--- src/rtl/atrlm_pkg.sv ---
// ----------------------------------------------------------------------------
// atrlm_pkg
// Shared types, codes and prefix tables for the AT response line matcher.
// ----------------------------------------------------------------------------
package atrlm_pkg;

   localparam int LINE_LIMIT_DEF  = 64;
   localparam int MATCH_CHARS_DEF = 8;

   localparam logic [7:0] CHAR_LF = 8'd10;
   localparam logic [7:0] CHAR_CR = 8'd13;

   localparam logic [7:0] STD_ERR_SHORT_LEN = 8'd5;
   localparam logic [7:0] STD_ERR_LONG_LEN  = 8'd11;

   localparam logic [63:0] EXPECTED_TEXT_RST = 64'd19279;
   localparam logic [3:0]  EXPECTED_LEN_RST  = 4'd2;

   typedef enum logic [2:0] {
      CODE_TEXT     = 3'd0,
      CODE_MATCH    = 3'd1,
      CODE_ERROR    = 3'd2,
      CODE_OTHER    = 3'd3,
      CODE_OVERFLOW = 3'd4,
      CODE_NODATA   = 3'd5
   } code_type;

   typedef enum logic [2:0] {
      REG_EXPECTED_TEXT = 3'd0,
      REG_EXPECTED_LEN  = 3'd1,
      REG_ERROR_MODE    = 3'd2,
      REG_ERROR_TEXT    = 3'd3,
      REG_ERROR_LEN     = 3'd4
   } reg_index_type;

   typedef enum logic [1:0] {
      ERRMODE_NONE     = 2'd0,
      ERRMODE_STANDARD = 2'd1,
      ERRMODE_CUSTOM   = 2'd2,
      ERRMODE_RSVD     = 2'd3
   } err_mode_type;

   typedef struct packed {
      logic [63:0] expected_text;
      logic [3:0]  expected_len;
      logic [1:0]  error_mode;
      logic [63:0] error_text;
      logic [3:0]  error_len;
   } cfg_type;

   typedef struct packed {
      logic [7:0] char_count;
      logic       prev_cr;
      logic       exp_match;
      logic       cus_match;
      logic [2:0] std_match;
   } line_state_type;

   typedef struct packed {
      logic [2:0] code;
      logic [7:0] out_byte;
      logic [7:0] line_length;
   } result_type;

   localparam line_state_type LINE_STATE_RST = '{
      char_count: 8'd0, prev_cr: 1'b0, exp_match: 1'b1,
      cus_match: 1'b1, std_match: 3'b111};

   // "ERROR"
   function automatic logic [7:0] std_err_short_char(input logic [2:0] pos);
      logic [7:0] ch;
      unique case (pos)
         3'd0:    ch = "E";
         3'd1:    ch = "R";
         3'd2:    ch = "R";
         3'd3:    ch = "O";
         3'd4:    ch = "R";
         default: ch = 8'd0;
      endcase
      return ch;
   endfunction

   // "+CME ERROR:" / "+CMS ERROR:", differing only at position 3
   function automatic logic [7:0] std_err_long_char(input logic [3:0] pos,
                                                    input logic       cms);
      logic [7:0] ch;
      unique case (pos)
         4'd0:    ch = "+";
         4'd1:    ch = "C";
         4'd2:    ch = "M";
         4'd3:    ch = cms ? "S" : "E";
         4'd4:    ch = " ";
         4'd5:    ch = "E";
         4'd6:    ch = "R";
         4'd7:    ch = "R";
         4'd8:    ch = "O";
         4'd9:    ch = "R";
         4'd10:   ch = ":";
         default: ch = 8'd0;
      endcase
      return ch;
   endfunction

endpackage

--- src/rtl/atrlm_if.sv ---
// ----------------------------------------------------------------------------
// atrlm channel interfaces
// Valid/ready channels for receive items, results and register writes.
// ----------------------------------------------------------------------------
interface atrlm_req_if;
   logic       valid;
   logic       ready;
   logic       kind;
   logic [7:0] rx_byte;

   modport source (output valid, output kind, output rx_byte, input ready);
   modport sink   (input valid, input kind, input rx_byte, output ready);
endinterface

interface atrlm_rsp_if;
   logic       valid;
   logic       ready;
   logic [2:0] code;
   logic [7:0] out_byte;
   logic [7:0] line_length;

   modport source (output valid, output code, output out_byte, output line_length,
                   input ready);
   modport sink   (input valid, input code, input out_byte, input line_length,
                   output ready);
endinterface

interface atrlm_csr_if;
   logic        valid;
   logic        ready;
   logic [2:0]  index;
   logic [63:0] data;

   modport source (output valid, output index, output data, input ready);
   modport sink   (input valid, input index, input data, output ready);
endinterface

--- src/rtl/atrlm_step.sv ---
// ----------------------------------------------------------------------------
// atrlm_step
// Per-byte line update: prefix tracking, line end classification, overflow and no-data items.
// ----------------------------------------------------------------------------
module atrlm_step
   import atrlm_pkg::*;
#(
   parameter int LINE_LIMIT  = LINE_LIMIT_DEF,
   parameter int MATCH_CHARS = MATCH_CHARS_DEF
) (
   input  cfg_type        cfg,
   input  line_state_type cur,
   input  logic           kind,
   input  logic [7:0]     rx_byte,
   output line_state_type nxt,
   output logic           res_valid,
   output result_type     res
);

   localparam logic [3:0] MATCH_MAX = 4'(MATCH_CHARS);
   localparam logic [7:0] LIMIT     = 8'(LINE_LIMIT);

   logic [3:0] elen;
   logic [3:0] glen;
   logic [7:0] count;
   logic       is_crlf;
   logic       line_end;
   logic       exp_hit;
   logic       std_hit;
   logic       cus_hit;
   logic       e_miss;
   logic       g_miss;
   logic       s0_miss;
   logic       s1_miss;
   logic       s2_miss;

   assign count = cur.char_count;
   assign elen  = (cfg.expected_len > MATCH_MAX) ? MATCH_MAX : cfg.expected_len;
   assign glen  = (cfg.error_len > MATCH_MAX) ? MATCH_MAX : cfg.error_len;

   assign is_crlf  = (rx_byte == CHAR_LF) || (rx_byte == CHAR_CR);
   assign line_end = (rx_byte == CHAR_LF) && (count != 8'd0) && cur.prev_cr;

   // per-character mismatch against each prefix; positions past a prefix never miss
   assign e_miss  = (count < {4'd0, elen}) &&
                    (cfg.expected_text[{count[2:0], 3'b000} +: 8] != rx_byte);
   assign g_miss  = (count < {4'd0, glen}) &&
                    (cfg.error_text[{count[2:0], 3'b000} +: 8] != rx_byte);
   assign s0_miss = (count < STD_ERR_SHORT_LEN) &&
                    (std_err_short_char(count[2:0]) != rx_byte);
   assign s1_miss = (count < STD_ERR_LONG_LEN) &&
                    (std_err_long_char(count[3:0], 1'b0) != rx_byte);
   assign s2_miss = (count < STD_ERR_LONG_LEN) &&
                    (std_err_long_char(count[3:0], 1'b1) != rx_byte);

   assign exp_hit = cur.exp_match && (count >= {4'd0, elen});
   assign std_hit = (cur.std_match[0] && (count >= STD_ERR_SHORT_LEN)) ||
                    (cur.std_match[1] && (count >= STD_ERR_LONG_LEN)) ||
                    (cur.std_match[2] && (count >= STD_ERR_LONG_LEN));
   assign cus_hit = cur.cus_match && (count >= {4'd0, glen});

   always_comb begin
      nxt       = cur;
      res_valid = 1'b0;
      res.code        = CODE_OTHER;
      res.out_byte    = 8'd0;
      res.line_length = count;
      priority if (kind) begin
         res_valid = 1'b1;
         res.code  = CODE_NODATA;
         nxt       = LINE_STATE_RST;
      end else if (!is_crlf && (count >= LIMIT)) begin
         res_valid = 1'b1;
         res.code  = CODE_OVERFLOW;
         nxt       = LINE_STATE_RST;
      end else if (!is_crlf) begin
         res_valid       = 1'b1;
         res.code        = CODE_TEXT;
         res.out_byte    = rx_byte;
         res.line_length = count + 8'd1;
         nxt.char_count  = count + 8'd1;
         nxt.prev_cr     = 1'b0;
         nxt.exp_match   = cur.exp_match & ~e_miss;
         nxt.cus_match   = cur.cus_match & ~g_miss;
         nxt.std_match   = cur.std_match & ~{s2_miss, s1_miss, s0_miss};
      end else if (line_end) begin
         res_valid = 1'b1;
         nxt       = LINE_STATE_RST;
         if (exp_hit) begin
            res.code = CODE_MATCH;
         end else if ((cfg.error_mode == ERRMODE_STANDARD) && std_hit) begin
            res.code = CODE_ERROR;
         end else if ((cfg.error_mode == ERRMODE_CUSTOM) && cus_hit) begin
            res.code = CODE_ERROR;
         end
      end else begin
         nxt.prev_cr = (rx_byte == CHAR_CR);
      end
   end

endmodule

--- src/rtl/at_response_line_matcher.sv ---
// ----------------------------------------------------------------------------
// at_response_line_matcher
// Assembles modem response lines byte by byte and classifies them by prefix.
// ----------------------------------------------------------------------------
// Takes one receive item per clock cycle with no bubbles while the result
// register is not stalled: an item is held in the input register, is
// processed by a single pass of compare logic against the line state, and
// its result (if any) is then written into the result register once it is
// free. A stalled result register holds the input register; an empty input
// register still takes a new item while a finished result waits. Register
// writes are taken every cycle and must only happen while the block is idle.
module at_response_line_matcher
   import atrlm_pkg::*;
#(
   parameter int LINE_LIMIT  = LINE_LIMIT_DEF,
   parameter int MATCH_CHARS = MATCH_CHARS_DEF
) (
   input logic          clock,
   input logic          reset,
   atrlm_req_if.sink    req_if,
   atrlm_rsp_if.source  rsp_if,
   atrlm_csr_if.sink    csr_if
);

   cfg_type        cfg_ff, cfg_in;
   line_state_type state_ff, state_nxt;
   logic           in_valid_ff, in_valid_in;
   logic           in_kind_ff;
   logic [7:0]     in_byte_ff;
   logic           rsp_valid_ff, rsp_valid_in;
   result_type     rsp_ff;
   result_type     step_res;
   logic           step_valid;
   logic           proc_go;
   logic           req_beat;

   assign proc_go       = in_valid_ff && (!rsp_valid_ff || rsp_if.ready);
   assign req_if.ready  = !in_valid_ff || proc_go;
   assign req_beat      = req_if.valid && req_if.ready;
   assign csr_if.ready  = 1'b1;

   atrlm_step #(
      .LINE_LIMIT  (LINE_LIMIT),
      .MATCH_CHARS (MATCH_CHARS)
   ) u_step (
      .cfg       (cfg_ff),
      .cur       (state_ff),
      .kind      (in_kind_ff),
      .rx_byte   (in_byte_ff),
      .nxt       (state_nxt),
      .res_valid (step_valid),
      .res       (step_res)
   );

   always_comb begin
      cfg_in = cfg_ff;
      if (csr_if.valid) begin
         unique case (csr_if.index)
            REG_EXPECTED_TEXT: cfg_in.expected_text = csr_if.data;
            REG_EXPECTED_LEN:  cfg_in.expected_len  = csr_if.data[3:0];
            REG_ERROR_MODE:    cfg_in.error_mode    = csr_if.data[1:0];
            REG_ERROR_TEXT:    cfg_in.error_text    = csr_if.data;
            REG_ERROR_LEN:     cfg_in.error_len     = csr_if.data[3:0];
            default:           cfg_in = cfg_ff;
         endcase
      end
   end

   always_comb begin
      in_valid_in = in_valid_ff;
      if (req_beat) begin
         in_valid_in = 1'b1;
      end else if (proc_go) begin
         in_valid_in = 1'b0;
      end
      rsp_valid_in = rsp_valid_ff;
      if (proc_go) begin
         rsp_valid_in = step_valid;
      end else if (rsp_if.ready) begin
         rsp_valid_in = 1'b0;
      end
   end

   always_ff @(posedge clock) begin
      if (reset) begin
         cfg_ff <= '{expected_text: EXPECTED_TEXT_RST, expected_len: EXPECTED_LEN_RST,
                     error_mode: ERRMODE_NONE, error_text: 64'd0, error_len: 4'd0};
         state_ff     <= LINE_STATE_RST;
         in_valid_ff  <= 1'b0;
         rsp_valid_ff <= 1'b0;
      end else begin
         cfg_ff       <= cfg_in;
         in_valid_ff  <= in_valid_in;
         rsp_valid_ff <= rsp_valid_in;
         if (proc_go) begin
            state_ff <= state_nxt;
         end
      end
   end

   always_ff @(posedge clock) begin
      if (req_beat) begin
         in_kind_ff <= req_if.kind;
         in_byte_ff <= req_if.rx_byte;
      end
      if (proc_go && step_valid) begin
         rsp_ff <= step_res;
      end
   end

   assign rsp_if.valid       = rsp_valid_ff;
   assign rsp_if.code        = rsp_ff.code;
   assign rsp_if.out_byte    = rsp_ff.out_byte;
   assign rsp_if.line_length = rsp_ff.line_length;

endmodule

--- src/flat_wrapper.sv ---
// flat-port wrapper written by rule: the top's interface ports become plain ports
module at_response_line_matcher_flat import atrlm_pkg::*;
#(
   parameter int LINE_LIMIT  = LINE_LIMIT_DEF,
   parameter int MATCH_CHARS = MATCH_CHARS_DEF
)
  (clock, reset, req_if_valid, req_if_kind, req_if_rx_byte, req_if_ready, rsp_if_valid, rsp_if_code, rsp_if_out_byte, rsp_if_line_length, rsp_if_ready, csr_if_valid, csr_if_index, csr_if_data, csr_if_ready);
  atrlm_req_if req_if_i ();
  atrlm_rsp_if rsp_if_i ();
  atrlm_csr_if csr_if_i ();
  input logic clock;
  input logic reset;
  input wire logic [$bits(req_if_i.valid)-1:0] req_if_valid;
  input wire logic [$bits(req_if_i.kind)-1:0] req_if_kind;
  input wire logic [$bits(req_if_i.rx_byte)-1:0] req_if_rx_byte;
  output wire logic [$bits(req_if_i.ready)-1:0] req_if_ready;
  output wire logic [$bits(rsp_if_i.valid)-1:0] rsp_if_valid;
  output wire logic [$bits(rsp_if_i.code)-1:0] rsp_if_code;
  output wire logic [$bits(rsp_if_i.out_byte)-1:0] rsp_if_out_byte;
  output wire logic [$bits(rsp_if_i.line_length)-1:0] rsp_if_line_length;
  input wire logic [$bits(rsp_if_i.ready)-1:0] rsp_if_ready;
  input wire logic [$bits(csr_if_i.valid)-1:0] csr_if_valid;
  input wire logic [$bits(csr_if_i.index)-1:0] csr_if_index;
  input wire logic [$bits(csr_if_i.data)-1:0] csr_if_data;
  output wire logic [$bits(csr_if_i.ready)-1:0] csr_if_ready;
  assign req_if_i.valid = req_if_valid;
  assign req_if_i.kind = req_if_kind;
  assign req_if_i.rx_byte = req_if_rx_byte;
  assign req_if_ready = req_if_i.ready;
  assign rsp_if_valid = rsp_if_i.valid;
  assign rsp_if_code = rsp_if_i.code;
  assign rsp_if_out_byte = rsp_if_i.out_byte;
  assign rsp_if_line_length = rsp_if_i.line_length;
  assign rsp_if_i.ready = rsp_if_ready;
  assign csr_if_i.valid = csr_if_valid;
  assign csr_if_i.index = csr_if_index;
  assign csr_if_i.data = csr_if_data;
  assign csr_if_ready = csr_if_i.ready;
  at_response_line_matcher #(.LINE_LIMIT(LINE_LIMIT), .MATCH_CHARS(MATCH_CHARS)) u_core (.clock(clock), .reset(reset), .req_if(req_if_i), .rsp_if(rsp_if_i), .csr_if(csr_if_i));
endmodule
--- config.mk ---
export PLATFORM = sky130hd
export DESIGN_NAME = at_response_line_matcher_flat
export DESIGN_NICKNAME = d
export VERILOG_FILES = /design/src/rtl/atrlm_pkg.sv /design/src/rtl/atrlm_if.sv /design/src/rtl/atrlm_step.sv /design/src/rtl/at_response_line_matcher.sv /design/src/flat_wrapper.sv
export SDC_FILE = /design/constraint.sdc
export NUM_CORES = 1
export LEC_CHECK = 0
export BUFFER_PORTS_ARGS = -buffer_cell sky130_fd_sc_hd__buf_2
export CELL_PAD_IN_SITES_DETAIL_PLACEMENT = 0
export CELL_PAD_IN_SITES_GLOBAL_PLACEMENT = 2
export CORE_ASPECT_RATIO = 0.9
export CORE_MARGIN = 10
export CORE_UTILIZATION = 40
export CTS_BUF_LIST = sky130_fd_sc_hd__clkbuf_4
export DETAILED_ROUTE_END_ITERATION = 8
export GPL_TIMING_DRIVEN = 1
export PLACE_DENSITY = 0.95
export SYNTH_ARGS = -nofsm -noshare
export SYNTH_HDL_FRONTEND = slang
export SYNTH_SLANG_ARGS = --single-unit
--- constraint.sdc ---
create_clock -name clock -period 7.4 [get_ports clock]
set_input_delay 1.11 -clock clock [delete_from_list [all_inputs] [get_ports clock]]
set_output_delay 1.11 -clock clock [all_outputs]
set_load 0.005 [all_outputs]
Yosys cells after proc, flatten, opt, wreduce, memory -nomap -nowiden
Memory sizes are Yosys's and may differ from the RTL's. A register that Yosys moved wholly into a read port is not among the register bits.
Cells that the tools add are included.
Widths: inputs -> output; s select.
- flip-flop bits (word level): 182
- output and inout bits: 22
- memory bits (read-only): 224
- logic and storage cells: 131
- bits of input ports: 81
- memories kept: 2
- memories (memory ; depth ; bits a word ; read ports ; clocked after Yosys merged registers in ; write ports ; line ; RTL):
    (no name shown) ; 16 ; 7 ; 1 ; 1 ; 0 ; atrlm_pkg.sv:87 ; unique case (pos)
    (no name shown) ; 16 ; 7 ; 1 ; 1 ; 0 ; atrlm_pkg.sv:87 ;
- reductions and logical operators: 41
- order comparisons: 11
- bitwise gates (word level): 7
- add/sub/neg operators: 1
- shift-type cells: 2
- equal/unequal tests: 18
- multiplexer cells: 30
- operators with widths (operator ; number):
    $shiftx 64x7->8 ; 2
    $mux 14 ; 3
    $mux 8 ; 4
    $ne 8x8->1 ; 4
    $mux 4 ; 6
    $pmux 7 s3 ; 1
    $logic_and 1x1->1 ; 18
    $eq 8x4->1 const B ; 2
    $ge 8x4->1 ; 2
    $lt 8x4->1 ; 2
    $eq 3x2->1 const B ; 4
    $mux 3 ; 4
    $reduce_and 2->1 ; 6
    $mux 1 ; 11
    $reduce_or 3->1 ; 3
    $add 8x1->8 const B ; 1
    $ge 8x3->1 const B ; 1
    $ge 8x4->1 const B ; 1
    $ge 8x7->1 const B ; 1
    $gt 4x4->1 const B ; 2
    $lt 8x3->1 const B ; 1
    $lt 8x4->1 const B ; 1
    $ne 7x8->1 ; 1
    $reduce_bool 8->1 ; 1
    15 further kinds ; 28

Depth between registers and ports, before layout
- depth after elaboration: 12
- gate-level depth with buffers: 14

Hierarchy
A second synthesis with hierarchy kept.
- cells, all modules: 1026
- area, all modules: 9100.0 um2
- by module, submodules not included (module ; instances ; cells each ; area an instance (um2)):
    at_response_line_matcher ; 1 ; 700 ; 6392.4
    atrlm_step ; 1 ; 326 ; 2707.6

Worst setup path after synthesis
OpenSTA, ideal clock, no wires.
- path kind: register to register
- start: register u_core.state_ff[7] (netlist bit)
- end: register (tool-made name)
- data required time: 7271 ps
- buffers on the path: 2
- arrival: 2916 ps
- path slack: 4355 ps
- stages on the path, launching flop included: 15
- cell sequence: dfxtp_1 -> buf_2 -> inv_1 -> ha_1 -> nor2b_1 -> a311o_1 -> a31oi_2 -> buf_4 -> nand3_1 -> a21oi_2 -> inv_1 -> ha_1 -> nand2_1 -> a2bb2oi_1 -> o22ai_1
- RTL lines (item ; line ; RTL):
    start: declaration ; at_response_line_matcher.sv:26 ; line_state_type state_ff, state_nxt;
    start signal: assignment ; at_response_line_matcher.sv:96 ; state_ff <= state_nxt;

==> key figures <==
Outcome
  • Run status: completed

Floorplanning
  • Chip Height: roughly 160 microns
  • Starting density of the core: 0.4077
  • Number of standard-cell rows in the floorplan: between 50 and 60
  • Core Region: around 22000 sq um
  • Die width: 176.5 microns
  • Die footprint: approximately 28000 sq um
  • Ports placed on the boundary: 103

STA
  • Number of pins with negative max-slew slack in the final report: 0
  • RSZ-0062 raised after global routing: no
  • Hold Vio Cnt, Final: 0
  • Final critical-path share of the clock period: 0.4559
  • Minimum clock period: 3374 ps
  • Max-Slew Margin vs Limit: 0.2763
  • Worst clock skew: between 15 and 20 ps
  • Setup violators final: 0
  • Setup TNS: 0 ps
  • Least-Margin Pin Slew: roughly 1100 ps
  • Highest attainable clock frequency: around 0.30 GHz

CTS
  • CTS H-Tree Depth: 4
  • Post-CTS setup-driven buffer insertion count: 0
  • Total CTS buffers: 17
  • Clock slew seen by the registers of the worst setup and hold paths: roughly 160 ps
  • Count of hold buffers inserted by post-cts repair: 0
  • Clock Path Buffers: 2
  • Clock tree sinks: between 150 and 200
  • Count of cells resized by post-cts repair: 0
  • Clock Root Buffer: clkbuf_4
  • Later-pin clock latency in the skew report: between 500 and 600 ps
  • CTS tree: done

Synth
  • Mapped Nets: 1103
  • Cell variety after synth: slightly above 60
  • Prevailing post-synth register cell: dfxtp_1
  • Synthesized area divided by synthesized cell count: between 8 and 9 sq um
  • Share of the synthesized area in the top cell type: 0.3723
  • Largest area contributor in the netlist: dfxtp_1
  • Gate count after technology mapping: around 1.0k
  • Mapped cell area: around 8800 sq um
  • Most numerous cell in the Yosys netlist: nand2_1
  • Top cells by instance count after synthesis: 286 x nand2_1, 164 x dfxtp_1, 134 x a21oi_1
  • Number of register bits inferred by synthesis: about 190
  • Count of yosys warnings during synthesis: 0
  • Ranking of synthesized cells by area: dfxtp_1 37%, nand2_1 12%, edfxtp_1 9.5%, a21oi_1 7.6%, mux4_2 4.1%
  • Number of enable flip-flop cells after synthesis: 28
  • FFs w/ async S/R, synth: 0
  • Sequential-to-total area share from yosys stat: 0.4677

Routing
  • Detailed Route WL: approximately 25000 microns
  • First drt pass iteration count: 5
  • Wire length per cell after detailed routing: roughly 18 microns
  • First DRT Iteration DRCs: ~530
  • Antenna-violating nets left: 0
  • Remaining routing DRC violations: 0
  • Vias per cell: 5.221
  • Number of vias after detailed routing: slightly above 7k

Pwr
  • Power Internal: ~0.0014 W
  • Reg power frac: 0.577
  • Sw power: between 0.0004 and 0.0005 W
  • Static Leakage: roughly 3.6 nW
  • Power share of the combinational group: 0.083
  • Maximum ir drop on the vdd rail: about 97 uV
  • Power density cells: 195.9 nW/um^2
  • Clk network pwr share: 0.339
  • Switching share of power: 0.2543

Global routing
  • Antenna violations before repair: 1
  • Pin count of the biggest net entering global routing: about 100
  • Global Route Usage Sum: 0.1748
  • First-pass GRT wire length: 39390 microns
  • Number of global-route vias before repair: around 6.9k
  • Global route overflow: 0

Cells and area
  • Synth-to-layout area growth: 11.17%
  • Fraction of final layout cells with drive strength greater than 1: 0.1811
  • Utilization after layout: 0.4532
  • Number of nets in the final layout: 1161
  • Count of placed standard cells in the final layout, fillers left out: 1364
  • Filler instances: roughly 2.2k

Placement
  • Number of placed instances, taps included: about 1.3k
  • Buffers on Ports: around 100
  • GPL Wtd Cong: roughly 0.8
  • Hpwl dp: about 17000 microns

Worst setup path
  • Kind of capture point of the worst setup path: flop
  • Required time of the critical path: 7860 ps
  • Critical path peak fanout: 14
  • Type of the worst setup path: reg -> reg
  • Data arrival, critical path: between 3000 and 4000 ps
  • Kind of start point of the critical path: flop

Hold path
  • Min-Delay Path Class: reg -> reg

Flow run
  • Max Cap Viol: 0
==> cells by family (layout without fill, tap and decap cells) <==
family	after synthesis	after routing	share of synthesized area
AND/OR/NAND/NOR	404	404	0.1978
AO/OA/AOI/OAI	199	199	0.1334
flip-flops	192	192	0.4677
buffers and inverters	88	159	0.04257
multiplexers	64	64	0.09719
XOR/XNOR	30	30	0.02980
adder cells (fa/ha/maj)	22	22	0.03121
other	1	3	0.0004252
==> metrics by stage <==
stage	total power, W	area (sq um)	hold WS (ps)	setup WS (ps)
floorplan	0.001220	8818	424.7	4355
global placement	0.001291	9467	438.3	3813
detailed placement	0.001291	9467	444.9	3812
CTS	0.001934	9798	464.2	4078
global route	0.001993	9803	476.8	3732
finish	0.001921	9803	463.7	4026
==> flip-flops by register name (all words and copies together), names as in the netlist, named ones only <==
name / count
u_core.in_byte_ff: 8
u_core.rsp_if.valid: 1
u_core.state_ff: 14
u_core.rsp_if.out_byte: 8
u_core.rsp_if.line_length: 8
u_core.in_valid_ff: 1
u_core.in_kind_ff: 1
u_core.cfg_ff: 138
u_core.rsp_if.code: 3
==> critical path: stages, from the launching register on <==
cell and delay (ps):
dfxtp_1 600, inv_2 260, ha_1 280, nor2b_1 170
a311o_1 440, a31oi_4 230, nand3_1 160, a21oi_2 310
inv_1 150, ha_1 240, nand2_1 70, a2bb2oi_1 240
o22ai_1 110
==> power groups by stage <==
stage	sequential (W)	combinational, W	clock, W
floorplan	0.00112	0.0000997	0
CTS	0.00111	0.000161	0.000665
global route	0.00111	0.000178	0.000702
finish	0.00111	0.000160	0.000652
detailed placement	0.00113	0.000160	0
global placement	0.00113	0.000160	0
==> worst paths after layout <==
kind	cells past startpoint	end	start	slack, ps
max	12	flop	u_core.state_ff[6]	4030
min	2	u_core.state_ff[3]	u_core.state_ff[3]	460
max reg2reg	12	flop	u_core.state_ff[6]	4030
min reg2reg	2	u_core.state_ff[3]	u_core.state_ff[3]	460
==> layout make-up <==
cell class / instances / area [sq um] / share of cell area
multi-input cells: 720 / 4345 / 0.4433
clock buffers: 20 / 150.1 / 0.01532
flip-flops and latches: 192 / 4125 / 0.4208
clock inverters: 12 / 181.4 / 0.01851
well taps: 291 / 364.1 / 0.03714
inverters: 19 / 71.32 / 0.007275
repair buffers: 108 / 560.5 / 0.05718
diodes: 2 / 5.005 / 0.0005105
==> layout by cell type, fill, tap and decap left out, drive strengths merged, types with 4 or more instances in the layout <==
cell    instances
nand2b          7
mux2i          35
nand3b         10
nor3            7
a21oi         139
nor4            4
buf           108
clkbuf         20
and3            8
o21ai          13
xor2           16
nor2b          10
nand4           7
mux2           13
mux4           16
inv            22
nand3           9
a211oi          4
and2            6
bufinv          4
nand2         288
xnor2          14
o22ai           8
nor2           37
dfxtp         164
ha             22
a22oi           4
edfxtp         28
a221oi          8
==> routing by layer <==
| metal | part of all wire | routed length [microns] | global-route usage | vias to the layer above |
|---|---|---|---|---|
| li1 | - | - | - | 3532 |
| met1 | 0.49 | 12230 | 0.2496 | 3430 |
| met2 | 0.46 | 11480 | 0.2673 | 143 |
| met3 | 0.049 | 1223 | 0.03586 | 16 |
| met4 | 0.0089 | 225 | 0.03284 | 0 |
| met5 | 0 | 0 | 0 | - |
(Power assumes the default switching activity.)
